### src/hsvrgb_pkg.sv
// hsvrgb_pkg: shared types and constants for the HSV to RGB converter.
// Used by hsvrgb_div60 and hsv_to_rgb_core; no dependencies.

package hsvrgb_pkg;

  // Hue input width and range.
  localparam int HUE_W = 9;
  localparam logic [HUE_W-1:0] HUE_TOP = 9'd360;

  // Sector boundaries in degrees.
  localparam logic [HUE_W-1:0] DEG_60  = 9'd60;
  localparam logic [HUE_W-1:0] DEG_120 = 9'd120;
  localparam logic [HUE_W-1:0] DEG_180 = 9'd180;
  localparam logic [HUE_W-1:0] DEG_240 = 9'd240;
  localparam logic [HUE_W-1:0] DEG_300 = 9'd300;

  // Weight 60 - |(H mod 120) - 60| spans 0..60.
  localparam int WEIGHT_W = 6;

  // Divide by 60 as a shift by 2 and a divide by 15; half of 60 rounds.
  localparam int DIV_SHIFT = 2;
  localparam int DIV_ODD   = 15;
  localparam int DIV_HALF  = 30;

  localparam int DEFAULT_CHANNEL_BITS = 8;

  // Hue sextants, named by the color at their start.
  typedef enum logic [2:0] {
    SEC_RED     = 3'd0,  // (C, X, 0)
    SEC_YELLOW  = 3'd1,  // (X, C, 0)
    SEC_GREEN   = 3'd2,  // (0, C, X)
    SEC_CYAN    = 3'd3,  // (0, X, C)
    SEC_BLUE    = 3'd4,  // (X, 0, C)
    SEC_MAGENTA = 3'd5   // (C, 0, X)
  } sector_t;

endpackage

### src/hsvrgb_div60.sv
// hsvrgb_div60: registered round(num / 60) by reciprocal multiplication.
// Depends on hsvrgb_pkg for the divider split constants.

module hsvrgb_div60 #(
  parameter int CHANNEL_BITS = hsvrgb_pkg::DEFAULT_CHANNEL_BITS
) (
  input  logic                     clk,
  input  logic [CHANNEL_BITS+5:0]  num,
  output logic [CHANNEL_BITS-1:0]  quot_r
);

  localparam int NUM_W = CHANNEL_BITS + 6;
  localparam int A_W   = NUM_W - hsvrgb_pkg::DIV_SHIFT;
  // Exact floor division by 15 for any A_W-bit value: K = A_W + ceil(log2 15).
  localparam int K     = A_W + 4;
  localparam int R_W   = K - 3;
  localparam logic [R_W-1:0] RECIP = R_W'(((64'd1 << K) + 64'(hsvrgb_pkg::DIV_ODD - 1))
                                          / 64'(hsvrgb_pkg::DIV_ODD));
  localparam int P_W   = A_W + R_W;

  logic [NUM_W-1:0] biased;
  logic [A_W-1:0]   quarter;
  logic [P_W-1:0]   prod;
  logic [CHANNEL_BITS-1:0] quot_nxt;

  // Bias for round-half-up, drop the factor of four, then scale by 1/15.
  assign biased   = num + NUM_W'(hsvrgb_pkg::DIV_HALF);
  assign quarter  = biased[NUM_W-1:hsvrgb_pkg::DIV_SHIFT];
  assign prod     = P_W'(quarter) * P_W'(RECIP);
  assign quot_nxt = prod[K+CHANNEL_BITS-1:K];

  always_ff @(posedge clk) begin
    quot_r <= quot_nxt;
  end

endmodule

### src/hsv_to_rgb_core.sv
// hsv_to_rgb_core: five-stage pipeline, one HSV pixel in and one RGB pixel out per clock.
// out_valid flags the stage 5 RGB registers; throughput 1 transaction/clock.
// busy stays low: every stage advances each cycle and the receiver cannot stall.
// Reset (rst_n low, synchronous) clears the stage valid bits only; data regs hold.
// Depends on hsvrgb_pkg and hsvrgb_div60.

module hsv_to_rgb_core #(
  parameter int CHANNEL_BITS = hsvrgb_pkg::DEFAULT_CHANNEL_BITS
) (
  input  logic                            clk,
  input  logic                            rst_n,
  input  logic                            start,
  output logic                            busy,
  input  logic [hsvrgb_pkg::HUE_W-1:0]    in_hue,
  input  logic [CHANNEL_BITS-1:0]         in_saturation,
  input  logic [CHANNEL_BITS-1:0]         in_brightness,
  output logic                            out_valid,
  output logic [CHANNEL_BITS-1:0]         out_red,
  output logic [CHANNEL_BITS-1:0]         out_green,
  output logic [CHANNEL_BITS-1:0]         out_blue
);

  localparam int N   = CHANNEL_BITS;
  localparam int WW  = hsvrgb_pkg::WEIGHT_W;
  localparam logic [N-1:0]   MAXV = {N{1'b1}};
  // Half of MAXV rounded down, for round-half-up on divide by MAXV.
  localparam logic [2*N-1:0] HALF = (2*N)'(MAXV >> 1);

  // Each stage advances every clock; valid bits ride along with the data.
  logic [4:0] vld_r;
  logic [4:0] vld_nxt;

  // ---------------------------------------------------------------------------
  // Stage 1: clamp hue, pick sextant and weight, form S*V.
  // ---------------------------------------------------------------------------
  logic [hsvrgb_pkg::HUE_W-1:0] hue_c;
  logic [hsvrgb_pkg::HUE_W-1:0] wt_full;
  hsvrgb_pkg::sector_t          sec_nxt;
  logic [WW-1:0]                wt_nxt;

  hsvrgb_pkg::sector_t sec1_r;
  logic [WW-1:0]       wt1_r;
  logic [N-1:0]        val1_r;
  logic [2*N-1:0]      sv1_r;

  always_comb begin
    // Hue above full circle acts as 360, which lands on pure red like 0.
    hue_c = (in_hue > hsvrgb_pkg::HUE_TOP) ? hsvrgb_pkg::HUE_TOP : in_hue;

    priority if (hue_c < hsvrgb_pkg::DEG_60) begin
      sec_nxt = hsvrgb_pkg::SEC_RED;
    end else if (hue_c < hsvrgb_pkg::DEG_120) begin
      sec_nxt = hsvrgb_pkg::SEC_YELLOW;
    end else if (hue_c < hsvrgb_pkg::DEG_180) begin
      sec_nxt = hsvrgb_pkg::SEC_GREEN;
    end else if (hue_c < hsvrgb_pkg::DEG_240) begin
      sec_nxt = hsvrgb_pkg::SEC_CYAN;
    end else if (hue_c < hsvrgb_pkg::DEG_300) begin
      sec_nxt = hsvrgb_pkg::SEC_BLUE;
    end else begin
      sec_nxt = hsvrgb_pkg::SEC_MAGENTA;
    end

    // Weight rises across even sextants and falls across odd ones.
    unique case (sec_nxt)
      hsvrgb_pkg::SEC_RED:     wt_full = hue_c;
      hsvrgb_pkg::SEC_YELLOW:  wt_full = hsvrgb_pkg::DEG_120 - hue_c;
      hsvrgb_pkg::SEC_GREEN:   wt_full = hue_c - hsvrgb_pkg::DEG_120;
      hsvrgb_pkg::SEC_CYAN:    wt_full = hsvrgb_pkg::DEG_240 - hue_c;
      hsvrgb_pkg::SEC_BLUE:    wt_full = hue_c - hsvrgb_pkg::DEG_240;
      hsvrgb_pkg::SEC_MAGENTA: wt_full = hsvrgb_pkg::HUE_TOP - hue_c;
      default:                 wt_full = '0;
    endcase
    wt_nxt = wt_full[WW-1:0];
  end

  always_ff @(posedge clk) begin
    sec1_r <= sec_nxt;
    wt1_r  <= wt_nxt;
    val1_r <= in_brightness;
    sv1_r  <= (2*N)'(in_saturation) * (2*N)'(in_brightness);
  end

  // ---------------------------------------------------------------------------
  // Stage 2: chroma C = round(S*V / MAXV).
  // With MAXV = 2^N - 1: num = q0*2^N + lo, so num - q0*MAXV = lo + q0,
  // which stays below 2*MAXV; one compare finishes the quotient.
  // ---------------------------------------------------------------------------
  logic [2*N-1:0] num2;
  logic [N:0]     rem2;
  logic [N-1:0]   chroma_nxt;

  hsvrgb_pkg::sector_t sec2_r;
  logic [WW-1:0]       wt2_r;
  logic [N-1:0]        val2_r;
  logic [N-1:0]        chroma2_r;

  always_comb begin
    num2       = sv1_r + HALF;
    rem2       = {1'b0, num2[N-1:0]} + {1'b0, num2[2*N-1:N]};
    chroma_nxt = num2[2*N-1:N] + N'(rem2 >= {1'b0, MAXV});
  end

  always_ff @(posedge clk) begin
    sec2_r    <= sec1_r;
    wt2_r     <= wt1_r;
    val2_r    <= val1_r;
    chroma2_r <= chroma_nxt;
  end

  // ---------------------------------------------------------------------------
  // Stage 3: C * weight, and offset m = V - C.
  // ---------------------------------------------------------------------------
  hsvrgb_pkg::sector_t sec3_r;
  logic [N-1:0]        chroma3_r;
  logic [N-1:0]        ofs3_r;
  logic [N+WW-1:0]     cw3_r;

  always_ff @(posedge clk) begin
    sec3_r    <= sec2_r;
    chroma3_r <= chroma2_r;
    ofs3_r    <= val2_r - chroma2_r;
    cw3_r     <= (N+WW)'(chroma2_r) * (N+WW)'(wt2_r);
  end

  // ---------------------------------------------------------------------------
  // Stage 4: X = round(C * weight / 60) in the divider's register.
  // ---------------------------------------------------------------------------
  hsvrgb_pkg::sector_t sec4_r;
  logic [N-1:0]        chroma4_r;
  logic [N-1:0]        ofs4_r;
  logic [N-1:0]        xval4;

  hsvrgb_div60 #(
    .CHANNEL_BITS (CHANNEL_BITS)
  ) u_div60 (
    .clk    (clk),
    .num    (cw3_r),
    .quot_r (xval4)
  );

  always_ff @(posedge clk) begin
    sec4_r    <= sec3_r;
    chroma4_r <= chroma3_r;
    ofs4_r    <= ofs3_r;
  end

  // ---------------------------------------------------------------------------
  // Stage 5: place C and X by sextant, add m. No channel exceeds V.
  // ---------------------------------------------------------------------------
  logic [N-1:0] red_nxt;
  logic [N-1:0] green_nxt;
  logic [N-1:0] blue_nxt;
  logic [N-1:0] red_r;
  logic [N-1:0] green_r;
  logic [N-1:0] blue_r;

  always_comb begin
    unique case (sec4_r)
      hsvrgb_pkg::SEC_RED: begin
        red_nxt   = chroma4_r + ofs4_r;
        green_nxt = xval4 + ofs4_r;
        blue_nxt  = ofs4_r;
      end
      hsvrgb_pkg::SEC_YELLOW: begin
        red_nxt   = xval4 + ofs4_r;
        green_nxt = chroma4_r + ofs4_r;
        blue_nxt  = ofs4_r;
      end
      hsvrgb_pkg::SEC_GREEN: begin
        red_nxt   = ofs4_r;
        green_nxt = chroma4_r + ofs4_r;
        blue_nxt  = xval4 + ofs4_r;
      end
      hsvrgb_pkg::SEC_CYAN: begin
        red_nxt   = ofs4_r;
        green_nxt = xval4 + ofs4_r;
        blue_nxt  = chroma4_r + ofs4_r;
      end
      hsvrgb_pkg::SEC_BLUE: begin
        red_nxt   = xval4 + ofs4_r;
        green_nxt = ofs4_r;
        blue_nxt  = chroma4_r + ofs4_r;
      end
      hsvrgb_pkg::SEC_MAGENTA: begin
        red_nxt   = chroma4_r + ofs4_r;
        green_nxt = ofs4_r;
        blue_nxt  = xval4 + ofs4_r;
      end
      default: begin
        red_nxt   = ofs4_r;
        green_nxt = ofs4_r;
        blue_nxt  = ofs4_r;
      end
    endcase
  end

  always_ff @(posedge clk) begin
    red_r   <= red_nxt;
    green_r <= green_nxt;
    blue_r  <= blue_nxt;
  end

  // ---------------------------------------------------------------------------
  // Valid pipeline: advance one stage per clock, drop everything on reset.
  // ---------------------------------------------------------------------------
  assign vld_nxt = {vld_r[3:0], start & ~busy};

  always_ff @(posedge clk) begin
    if (!rst_n) begin
      vld_r <= '0;
    end else begin
      vld_r <= vld_nxt;
    end
  end

  // Fully pipelined with no back-pressure: never busy.
  assign busy      = 1'b0;
  assign out_valid = vld_r[4];
  assign out_red   = red_r;
  assign out_green = green_r;
  assign out_blue  = blue_r;

endmodule
### config.mk
export PLATFORM = sky130hd
export DESIGN_NAME = hsv_to_rgb_core
export DESIGN_NICKNAME = d
export VERILOG_FILES = /design/src/hsvrgb_pkg.sv /design/src/hsvrgb_div60.sv /design/src/hsv_to_rgb_core.sv
export SDC_FILE = /design/constraint.sdc
export NUM_CORES = 1
export LEC_CHECK = 0
export ABC_AREA = 1
export BUFFER_PORTS_ARGS = -buffer_cell sky130_fd_sc_hd__buf_2
export CAP_MARGIN = 10
export CORE_AREA = 10 10 159 161
export CTS_CLUSTER_SIZE = 8
export DETAILED_ROUTE_END_ITERATION = 8
export DIE_AREA = 0 0 169 171
export PLACE_DENSITY = 0.66
export SLEW_MARGIN = 20
export SYNTH_ARGS = -nofsm -noshare
export SYNTH_HDL_FRONTEND = slang
export SYNTH_SLANG_ARGS = --single-unit
### constraint.sdc
create_clock -name clk -period 6.71 [get_ports clk]
set_input_delay 1.342 -clock clk [delete_from_list [all_inputs] [get_ports clk]]
set_output_delay 1.342 -clock clk [all_outputs]
set_load 0.02 [all_outputs]
; After elaboration in Yosys (flattened, before gate mapping)
; Index checks and enable logic that the tools add are counted.
[classes]
addsub = 12
mul = 3
div_mod_pow = 0
n_lt_le_gt_ge = 7
n_eq_ne = 10
n_shift = 0
n_mux = 10
n_bitwise = 0
reduce_logical = 8
[op_table]
columns = op, n
row1 = $pmux 8 s2, 3
row2 = $pmux 6 s6, 1
row3 = $mul 12x12->23 const B, 1
row4 = $lt 9x8->1 const B, 2
row5 = $sub 6x6->6 const A, 3
row6 = $add 16x7->16 const B, 1
row7 = $add 8x8->8, 2
row8 = $mul 8x8->16, 1
row9 = $add 14x5->14 const B, 1
row10 = $mul 8x6->14, 1
row11 = $eq 3x2->1 const B, 4
row12 = $eq 3x3->1 const B, 4
row13 = $mux 3, 4
row14 = $reduce_or 2->1, 6
row15 = $sub 6x6->6 const B, 2
row16 = $add 8x8->9, 1
row17 = $ge 9x8->1 const B, 1
row18 = $gt 9x9->1 const B, 1
row19 = $lt 9x6->1 const B, 1
row20 = $lt 9x7->1 const B, 1
row21 = $lt 9x9->1 const B, 1
row22 = $mux 9, 1
row23 = $add 8x1->8, 1
row24 = $sub 8x8->8, 1
row25 = other kinds (3), 5
[word_totals]
reg_bits = 147
latchBits = 0
ram_bits = 0
romBits = 0
inputBits = 28
elab_cells = 70
memories = 0

; Logic depth before layout (Yosys ltp)
; Gate-level depths: netlist (run 1).
[depth]
word_depth = 10
ltp_mapped = 26
ltp_nobuf = 26

; Cells and area by module
; A second synthesis (run 1) with hierarchy kept.
[hier_totals]
cells_unflattened = 1406
area_unflattened_um2 = 11208.2
[by_module_without_submodules]
columns = mod, n_inst, cells_each, area_per_inst_um2, seq_area_each_um2
row1 = hsv_to_rgb_core, 1, 1110, 9141.3, 2782.7
row2 = hsvrgb_div60, 1, 296, 2067.0, 160.2

; Worst setup path after synthesis (run 1)
; OpenSTA, ideal clock, no wires.
[synth_timing]
path_type = input-to-reg
startpoint = in in_brightness[7]
endpoint = reg sv1_r[14]
arrival_time_ns = 5.051
required_time_ns = 6.638
setup_slack_ns = 1.587
path_stages = 16
n_path_buf = 1
path_cell_list = clkbuf_1 -> nand2_1 -> fa_1 -> fa_1 -> inv_1 -> fa_1 -> fa_1 -> ha_1 -> a21oi_1 -> o21ai_0 -> a21oi_1 -> o21ai_0 -> a21oi_1 -> nor2_1 -> nor2_1 -> xnor2_1
[synth_between]
elab_chain_len = 1
[synth_rtl]
columns = item, line_no
row1 = from (decl), hsv_to_rgb_core.sv:16  ; input logic [CHANNEL_BITS-1:0] in_brightness,
row2 = $mul 8x8->16, hsv_to_rgb_core.sv:81  ; sv1_r <= (2*N)'(in_saturation) * (2*N)'(in_brightness);
row3 = to (signal assigned), hsv_to_rgb_core.sv:81
row4 = to (decl), hsv_to_rgb_core.sv:44  ; logic [2*N-1:0] sv1_r;
; Every way passes these cells.
; A chain may end at the register's enable or synchronous reset.

; Final worst setup path (run 1)
; Ends and elaborated chain as after synthesis.

==> out/qor.csv, run 1 <==
stage,metric,value,unit
outcome,outcome,"finished, final reports clean",
finish,diodes,0,
critical_path,endpoint_kind,flop,
yosys,ys_types,43,
placement,io_buffers,52,
global_routing,grt_pass1_wl,38000,um
placement,gp_congestion,0.869,
die,die-width,169,um
yosys,yosys.cell_count.top_type,nand2_1,
yosys,synth_nets,1604,
die,fp-row-count,55,
clock_tree,holdBufCountCts,0,
hold_path,holdPathStages,0,
route,drt_iter0_drc,438,
die,initial_core_util,48.8,%
route,wl_per_cell,12.9,um
finish,synthToLayoutAreaGrowth,10.5,%
critical_path,startpoint,in_brightness[7],
yosys,syn_inst,1347,
critical_path,crit_type,input port to flop,
hold_path,worstHoldStart,wt1_r[1],
die,dieHeight,171,um
die,boundaryPins,54,
clock_tree,cts_tree,done,
critical_path,timing.rr.start,cw3_r[1],
finish,final_cells,1692,
critical_path,cp_slowest_stage_delay,0.55,ns
yosys,synth.area.top_cells,"dfxtp_1, ha_1, fa_1",
yosys,synth_edf_count,0,
critical_path,rr_worst_depth,21,
timing,drv_slew,0,
clock_tree,cts_buffers,17,
global_routing,grt_pass1_vias,8289,
timing,fin_crit_sh,72.7,%
critical_path,crit_fanout,9,
clock_tree,cts_setup_buffers,0,
clock_tree,clock_latency,0.42,ns
die,coreArea,22200,um2
clock_tree,cts_resized,0,
timing,timing.fmax,205,MHz
route,viasPerCell,4.93,
route,dr.pass1.iters,5,
die,fp.dieArea,28900,um2
finish,stdcell_area,12000,um2
placement,dpl_cell_area,11400,um2
clock_tree,cts_buffer_depth,2,
global_routing,track_usage,15.8,%
timing,grt_setup_unrepaired,no,
clock_tree,cts_num_sinks,146,
yosys,synth_area_leader_cell,dfxtp_1,
global_routing,grt_max_degree,19,
yosys,ys_warn_count,0,
clock_tree,cts-root-buf,clkbuf_16,
job,max_cap_violations,0,
yosys,yosys_most_used_dff,dfxtp_1,
route,postRouteAntennaNets,0,
clock_tree,clk_pin_slew,0.07,ns
critical_path,reg2reg_slack,2.29,ns
timing,finalSetupViolCount,0,
global_routing,grt_antenna_before_repair,0,
critical_path,cp_common_cell,fa_1,
timing,finalClockSkew,0.0121,ns
global_routing,grt.overflow.total,0,
critical_path,r2r-end,u_div60.quot_r[7],
yosys,synthArstFlopShare,0,%
finish,layout-drive-gt1-share,8.88,%
route,drc,0,
timing,relSlewSlack,55.6,%
route,dr_total_vias,8347,
route,wl,21800,um
yosys,seq_area_frac_synth,26.9,%
clock_tree,h-tree-depth,4,
critical_path,cp_data_required_time,7.06,ns
critical_path,worstPathCellList,buf_2 -> nand2_1 -> fa_1 -> fa_1 -> inv_1 -> fa_1 -> fa_1 -> ha_1 -> a21oi_1 -> o21ai_0 -> a21oi_1 -> o21ai_0 -> a21oi_1 -> nor2_1 -> nor2_1 -> xnor2_1,
timing,tightest_slew,0.661,ns
hold_path,hold_class,flop to flop,
yosys,yosys-top-cells-count,"nand2_1, inv_1, ha_1",
yosys,ys_seq_elements,146,
critical_path,cpMaxStageDelayCell,fa_1,
yosys,synth_area_per_cell,8.06,um2
placement,dp_hpwl,17900,um
yosys,yosysTopAreaCellShare,26.9,%
placement,post-place-cells,1660,
timing,min_period,4.87,ns
critical_path,arrival,5.23,ns
yosys,syn_area,10900,um2
timing,fin_setup_tns,0,ns
timing,finalHoldViolations,0,
hold_path,min_to,wt2_r[1],
critical_path,worstSetupStartpointType,input port,
finish,nNetsFinal,1651,
[worst max path at each step]
stage                endpoint  slack (ns)  cells after the start
global route        sv1_r[14]        1.51                     16
floorplan           sv1_r[14]        1.59                     16
CTS                 sv1_r[14]        1.83                     16
global placement    sv1_r[14]        1.42                     16
detailed placement  sv1_r[14]        1.39                     16
finish              sv1_r[14]        1.84                     16
[state kept, by name (all words and copies together), names as in the netlist]
register,flops
sv1_r,16
sec3_r,3
cw3_r,13
chroma3_r,8
val1_r,8
val2_r,8
wt2_r,6
sec2_r,3
u_div60.quot_r,8
sec1_r,3
out_green,8
chroma2_r,8
sec4_r,3
ofs3_r,8
wt1_r,6
ofs4_r,8
vld_r,5
chroma4_r,8
out_blue,8
out_red,8
[area by class of cell]
class                           instances  area (um2)
Multi-Input combinational cell        898        6790
Tap cell                              285         357
Timing Repair Buffer                   53         268
Clock inverter                         15         184
Fill cell                            2042       10200
Sequential cell                       146        2920
Inverter                              278        1040
Clock buffer                           17         425
[cells in the final DEF, fill, tap and decap left out, types with 3 or more instances in the layout]
| master | netlist | layout |
|---|---|---|
| nand2_1 | 316 | 316 |
| dfxtp_1 | 146 | 146 |
| xnor2_1 | 12 | 12 |
| clkbuf_16 | 0 | 17 |
| nand3b_1 | 3 | 3 |
| nor4_1 | 4 | 4 |
| xor2_1 | 56 | 56 |
| nor3_1 | 7 | 7 |
| inv_8 | 0 | 4 |
| nor3_2 | 3 | 3 |
| nor2_1 | 49 | 49 |
| a31oi_1 | 3 | 3 |
| o21bai_1 | 4 | 4 |
| inv_2 | 12 | 12 |
| fa_1 | 72 | 72 |
| o21ai_1 | 6 | 6 |
| inv_1 | 266 | 266 |
| o211ai_1 | 13 | 13 |
| clkinv_8 | 0 | 6 |
| o2111ai_1 | 3 | 3 |
| nand4_1 | 9 | 9 |
| nand3_1 | 55 | 55 |
| nand2_2 | 8 | 8 |
| buf_2 | 1 | 52 |
| or2_2 | 6 | 6 |
| ha_1 | 157 | 157 |
| o221ai_1 | 4 | 4 |
| a21o_1 | 3 | 3 |
| nand2_4 | 3 | 3 |
| a21oi_1 | 56 | 56 |
| o21ai_0 | 28 | 28 |
[critical path: cells and delay by family]
kind / cells / cell delay (ns)
adder cells (fa/ha/maj): 5 / 2.45
AO/OA/AOI/OAI: 5 / 0.83
AND/OR/NAND/NOR: 3 / 0.26
buffers and inverters: 2 / 0.23
XOR/XNOR: 1 / 0.12
[cells by family after synthesis]
group / count (synthesis) / synth area share (%)
AND/OR/NAND/NOR: 469 / 18.2
buffers and inverters: 303 / 10.5
adder cells (fa/ha/maj): 229 / 31.4
flip-flops: 146 / 26.9
AO/OA/AOI/OAI: 130 / 7.25
XOR/XNOR: 69 / 5.64
other: 1 / 0.0345
[layer usage]
metal  vias up  GRT usage [%]  wire (um)
li1       4295              -          -
met2       187           27.1      10500
met1      3840           19.7      10100
met3        25           3.35        955
met5         -              0          0
met4         0           4.13        274
[through the flow]
step / utilization (%) / hold slack (ns) / setup slack, ns
after floorplan: - / 0.310 / 1.59
after global placement: 51.2 / 0.310 / 1.42
after detailed placement: 51.2 / 0.312 / 1.39
after CTS: 53.9 / 0.328 / 1.83
after global routing: 53.9 / 0.331 / 1.51
final: 53.9 / 0.326 / 1.84
Power of run 1 is left out: the tool's default activity adds up to more than one toggle a clock period on the data nets, which glitch-free logic cannot reach.
==> run 2, diff against run 1 <==
--- a/config.mk
+++ b/config.mk
@@ -12,7 +12,7 @@
 export CTS_CLUSTER_SIZE = 8
 export DETAILED_ROUTE_END_ITERATION = 8
 export DIE_AREA = 0 0 169 171
-export PLACE_DENSITY = 0.66
+export PLACE_DENSITY = 0.69
 export SLEW_MARGIN = 20
 export SYNTH_ARGS = -nofsm -noshare
 export SYNTH_HDL_FRONTEND = slang
==> constraint.sdc (replaced) <==
create_clock -name clk -period 4.14 [get_ports clk]
set_input_delay 0.828 -clock clk [delete_from_list [all_inputs] [get_ports clk]]
set_output_delay 0.828 -clock clk [all_outputs]
set_load 0.02 [all_outputs]
==> out/qor.csv, run 2 (same netlist as run 1, synthesis figures left out) <==
stage,metric,value,unit
finish,layout_common_cells,"nand2_1, inv_1, dfxtp_1, ha_1, buf_4",
finish,regMostFlops,sv1_r,
clock_tree,cts_buffers,17,
route,drc,0,
finish,layout-drive-gt1-share,17.9,%
die,fp-row-count,55,
timing,relSlewSlack,44.5,%
critical_path,crit_type,input port to flop,
outcome,outcome,"finished, final reports clean",
critical_path,crit_fanout,8,
critical_path,startpoint,in_brightness[4],
finish,nNetsFinal,1728,
timing,drv_slew,0,
finish,diodes,0,
timing,tightest_slew,0.824,ns
finish,largest_register_ffs,16,
clock_tree,cts_buffer_depth,2,
global_routing,grt_max_degree,19,
placement,dp_hpwl,18200,um
global_routing,grt_pass1_vias,8617,
critical_path,cp_data_required_time,4.50,ns
global_routing,grt_pass1_wl,38100,um
clock_tree,clock_latency,0.42,ns
timing,finalClockSkew,0.0150,ns
timing,setup_ws,0.175,ns
finish,final_common_cell,nand2_1,
placement,gp_congestion,0.874,
critical_path,timing.rr.start,cw3_r[3],
hold_path,hold_class,flop to flop,
critical_path,endpoint_kind,flop,
die,initial_core_util,48.8,%
timing,fin_crit_sh,95.8,%
die,boundaryPins,54,
placement,dp_worst_setup_slack,-0.321,ns
critical_path,r2r-end,u_div60.quot_r[5],
job,max_cap_violations,0,
timing,finalHoldViolations,0,
clock_tree,cts_tree,done,
route,wl,22500,um
clock_tree,holdBufCountCts,0,
clock_tree,cts-root-buf,clkbuf_16,
route,dr.pass1.iters,5,
timing,fin_setup_tns,0,ns
route,viasPerCell,4.91,
clock_tree,clk_pin_slew,0.07,ns
critical_path,rr_worst_depth,21,
timing,timing.fmax,252,MHz
clock_tree,h-tree-depth,4,
finish,top_regs,"sv1_r (16), cw3_r (13)",
route,drt_iter0_drc,357,
critical_path,reg2reg_slack,0.19,ns
global_routing,track_usage,15.7,%
timing,min_period,3.96,ns
global_routing,grt_antenna_before_repair,0,
placement,post-place-cells,1734,
die,fp.dieArea,28900,um2
route,postRouteAntennaNets,0,
die,dieHeight,171,um
critical_path,worstSetupStartpointType,input port,
critical_path,arrival,4.32,ns
global_routing,grt.overflow.total,0,
placement,io_buffers,52,
clock_tree,cts_num_sinks,146,
route,wl_per_cell,12.7,um
die,die-width,169,um
critical_path,crit_end,sv1_r[13],
finish,synthToLayoutAreaGrowth,20.0,%
finish,final_cells,1769,
timing,finalSetupViolCount,0,
die,coreArea,22200,um2
route,dr_total_vias,8694,
==> run 2: cell types whose count changed in the layout (fill, tap and decap cells not counted), moves of 6 or more <==
cell     previous run  this run
buf_4               1        78
nand2_4             3         9
ha_4                0        19
a21oi_1            56        44
a21oi_2             0        11
nand2_1           316       305
ha_1              157       137
==> run 2: how the worst min path moves through the flow <==
stage,startpoint,endpoint,slack (ns),depth (start not counted)
detailed placement,chroma3_r[5],chroma4_r[5],0.31,0
finish,ofs3_r[4],ofs4_r[4],0.32,0
CTS,sec1_r[2],sec2_r[2],0.32,0
global route,sec2_r[1],sec3_r[1],0.32,0
global placement,sec3_r[1],sec4_r[1],0.31,0
floorplan,chroma3_r[0],chroma4_r[0],0.31,0
==> run 2: stage by stage <==
step                hold WS, ns  area (um2)  util, %
global route              0.323       13000     58.6
finish                    0.319       13000     58.6
global placement          0.310       12100     54.2
floorplan                 0.310       11200        -
detailed placement        0.312       12100     54.2
CTS                       0.322       12700     57.0
==> run 2: final cells by class <==
class                      instances  area, um2
sequential                       146       2920
fill                            1937       9200
tap                              285        357
multi-input combinational        898       7240
timing repair buffer             130        856
clock inverter                    15        185
inverter                         278       1040
clock buffer                      17        425
==> run 2: repair_timing <==
action	CTS	global route
setup buffers	0	3
gates resized for setup	2	55
setup endpoints to repair	2	10
pin swaps	0	12
==> run 2: critical path, stage by stage <==
cell,delay [ns]
clkbuf_4,0.20
nand2_4,0.06
fa_1,0.53
inv_1,0.05
fa_1,0.56
fa_1,0.43
fa_1,0.53
ha_4,0.22
a21oi_2,0.14
inv_1,0.08
a31oi_4,0.16
o21ai_2,0.07
a21oi_1,0.13
nor2_1,0.05
nor2_1,0.11
xor2_1,0.15
==> run 2: routing by layer <==
layer,global-route usage [%],vias up,wire [um]
met5,0,-,0
met4,6.15,0,620
met3,3.01,42,895
met2,27.5,173,11200
met1,18.7,4029,9800
li1,-,4450,-
Power of run 2 is left out for the same reason.
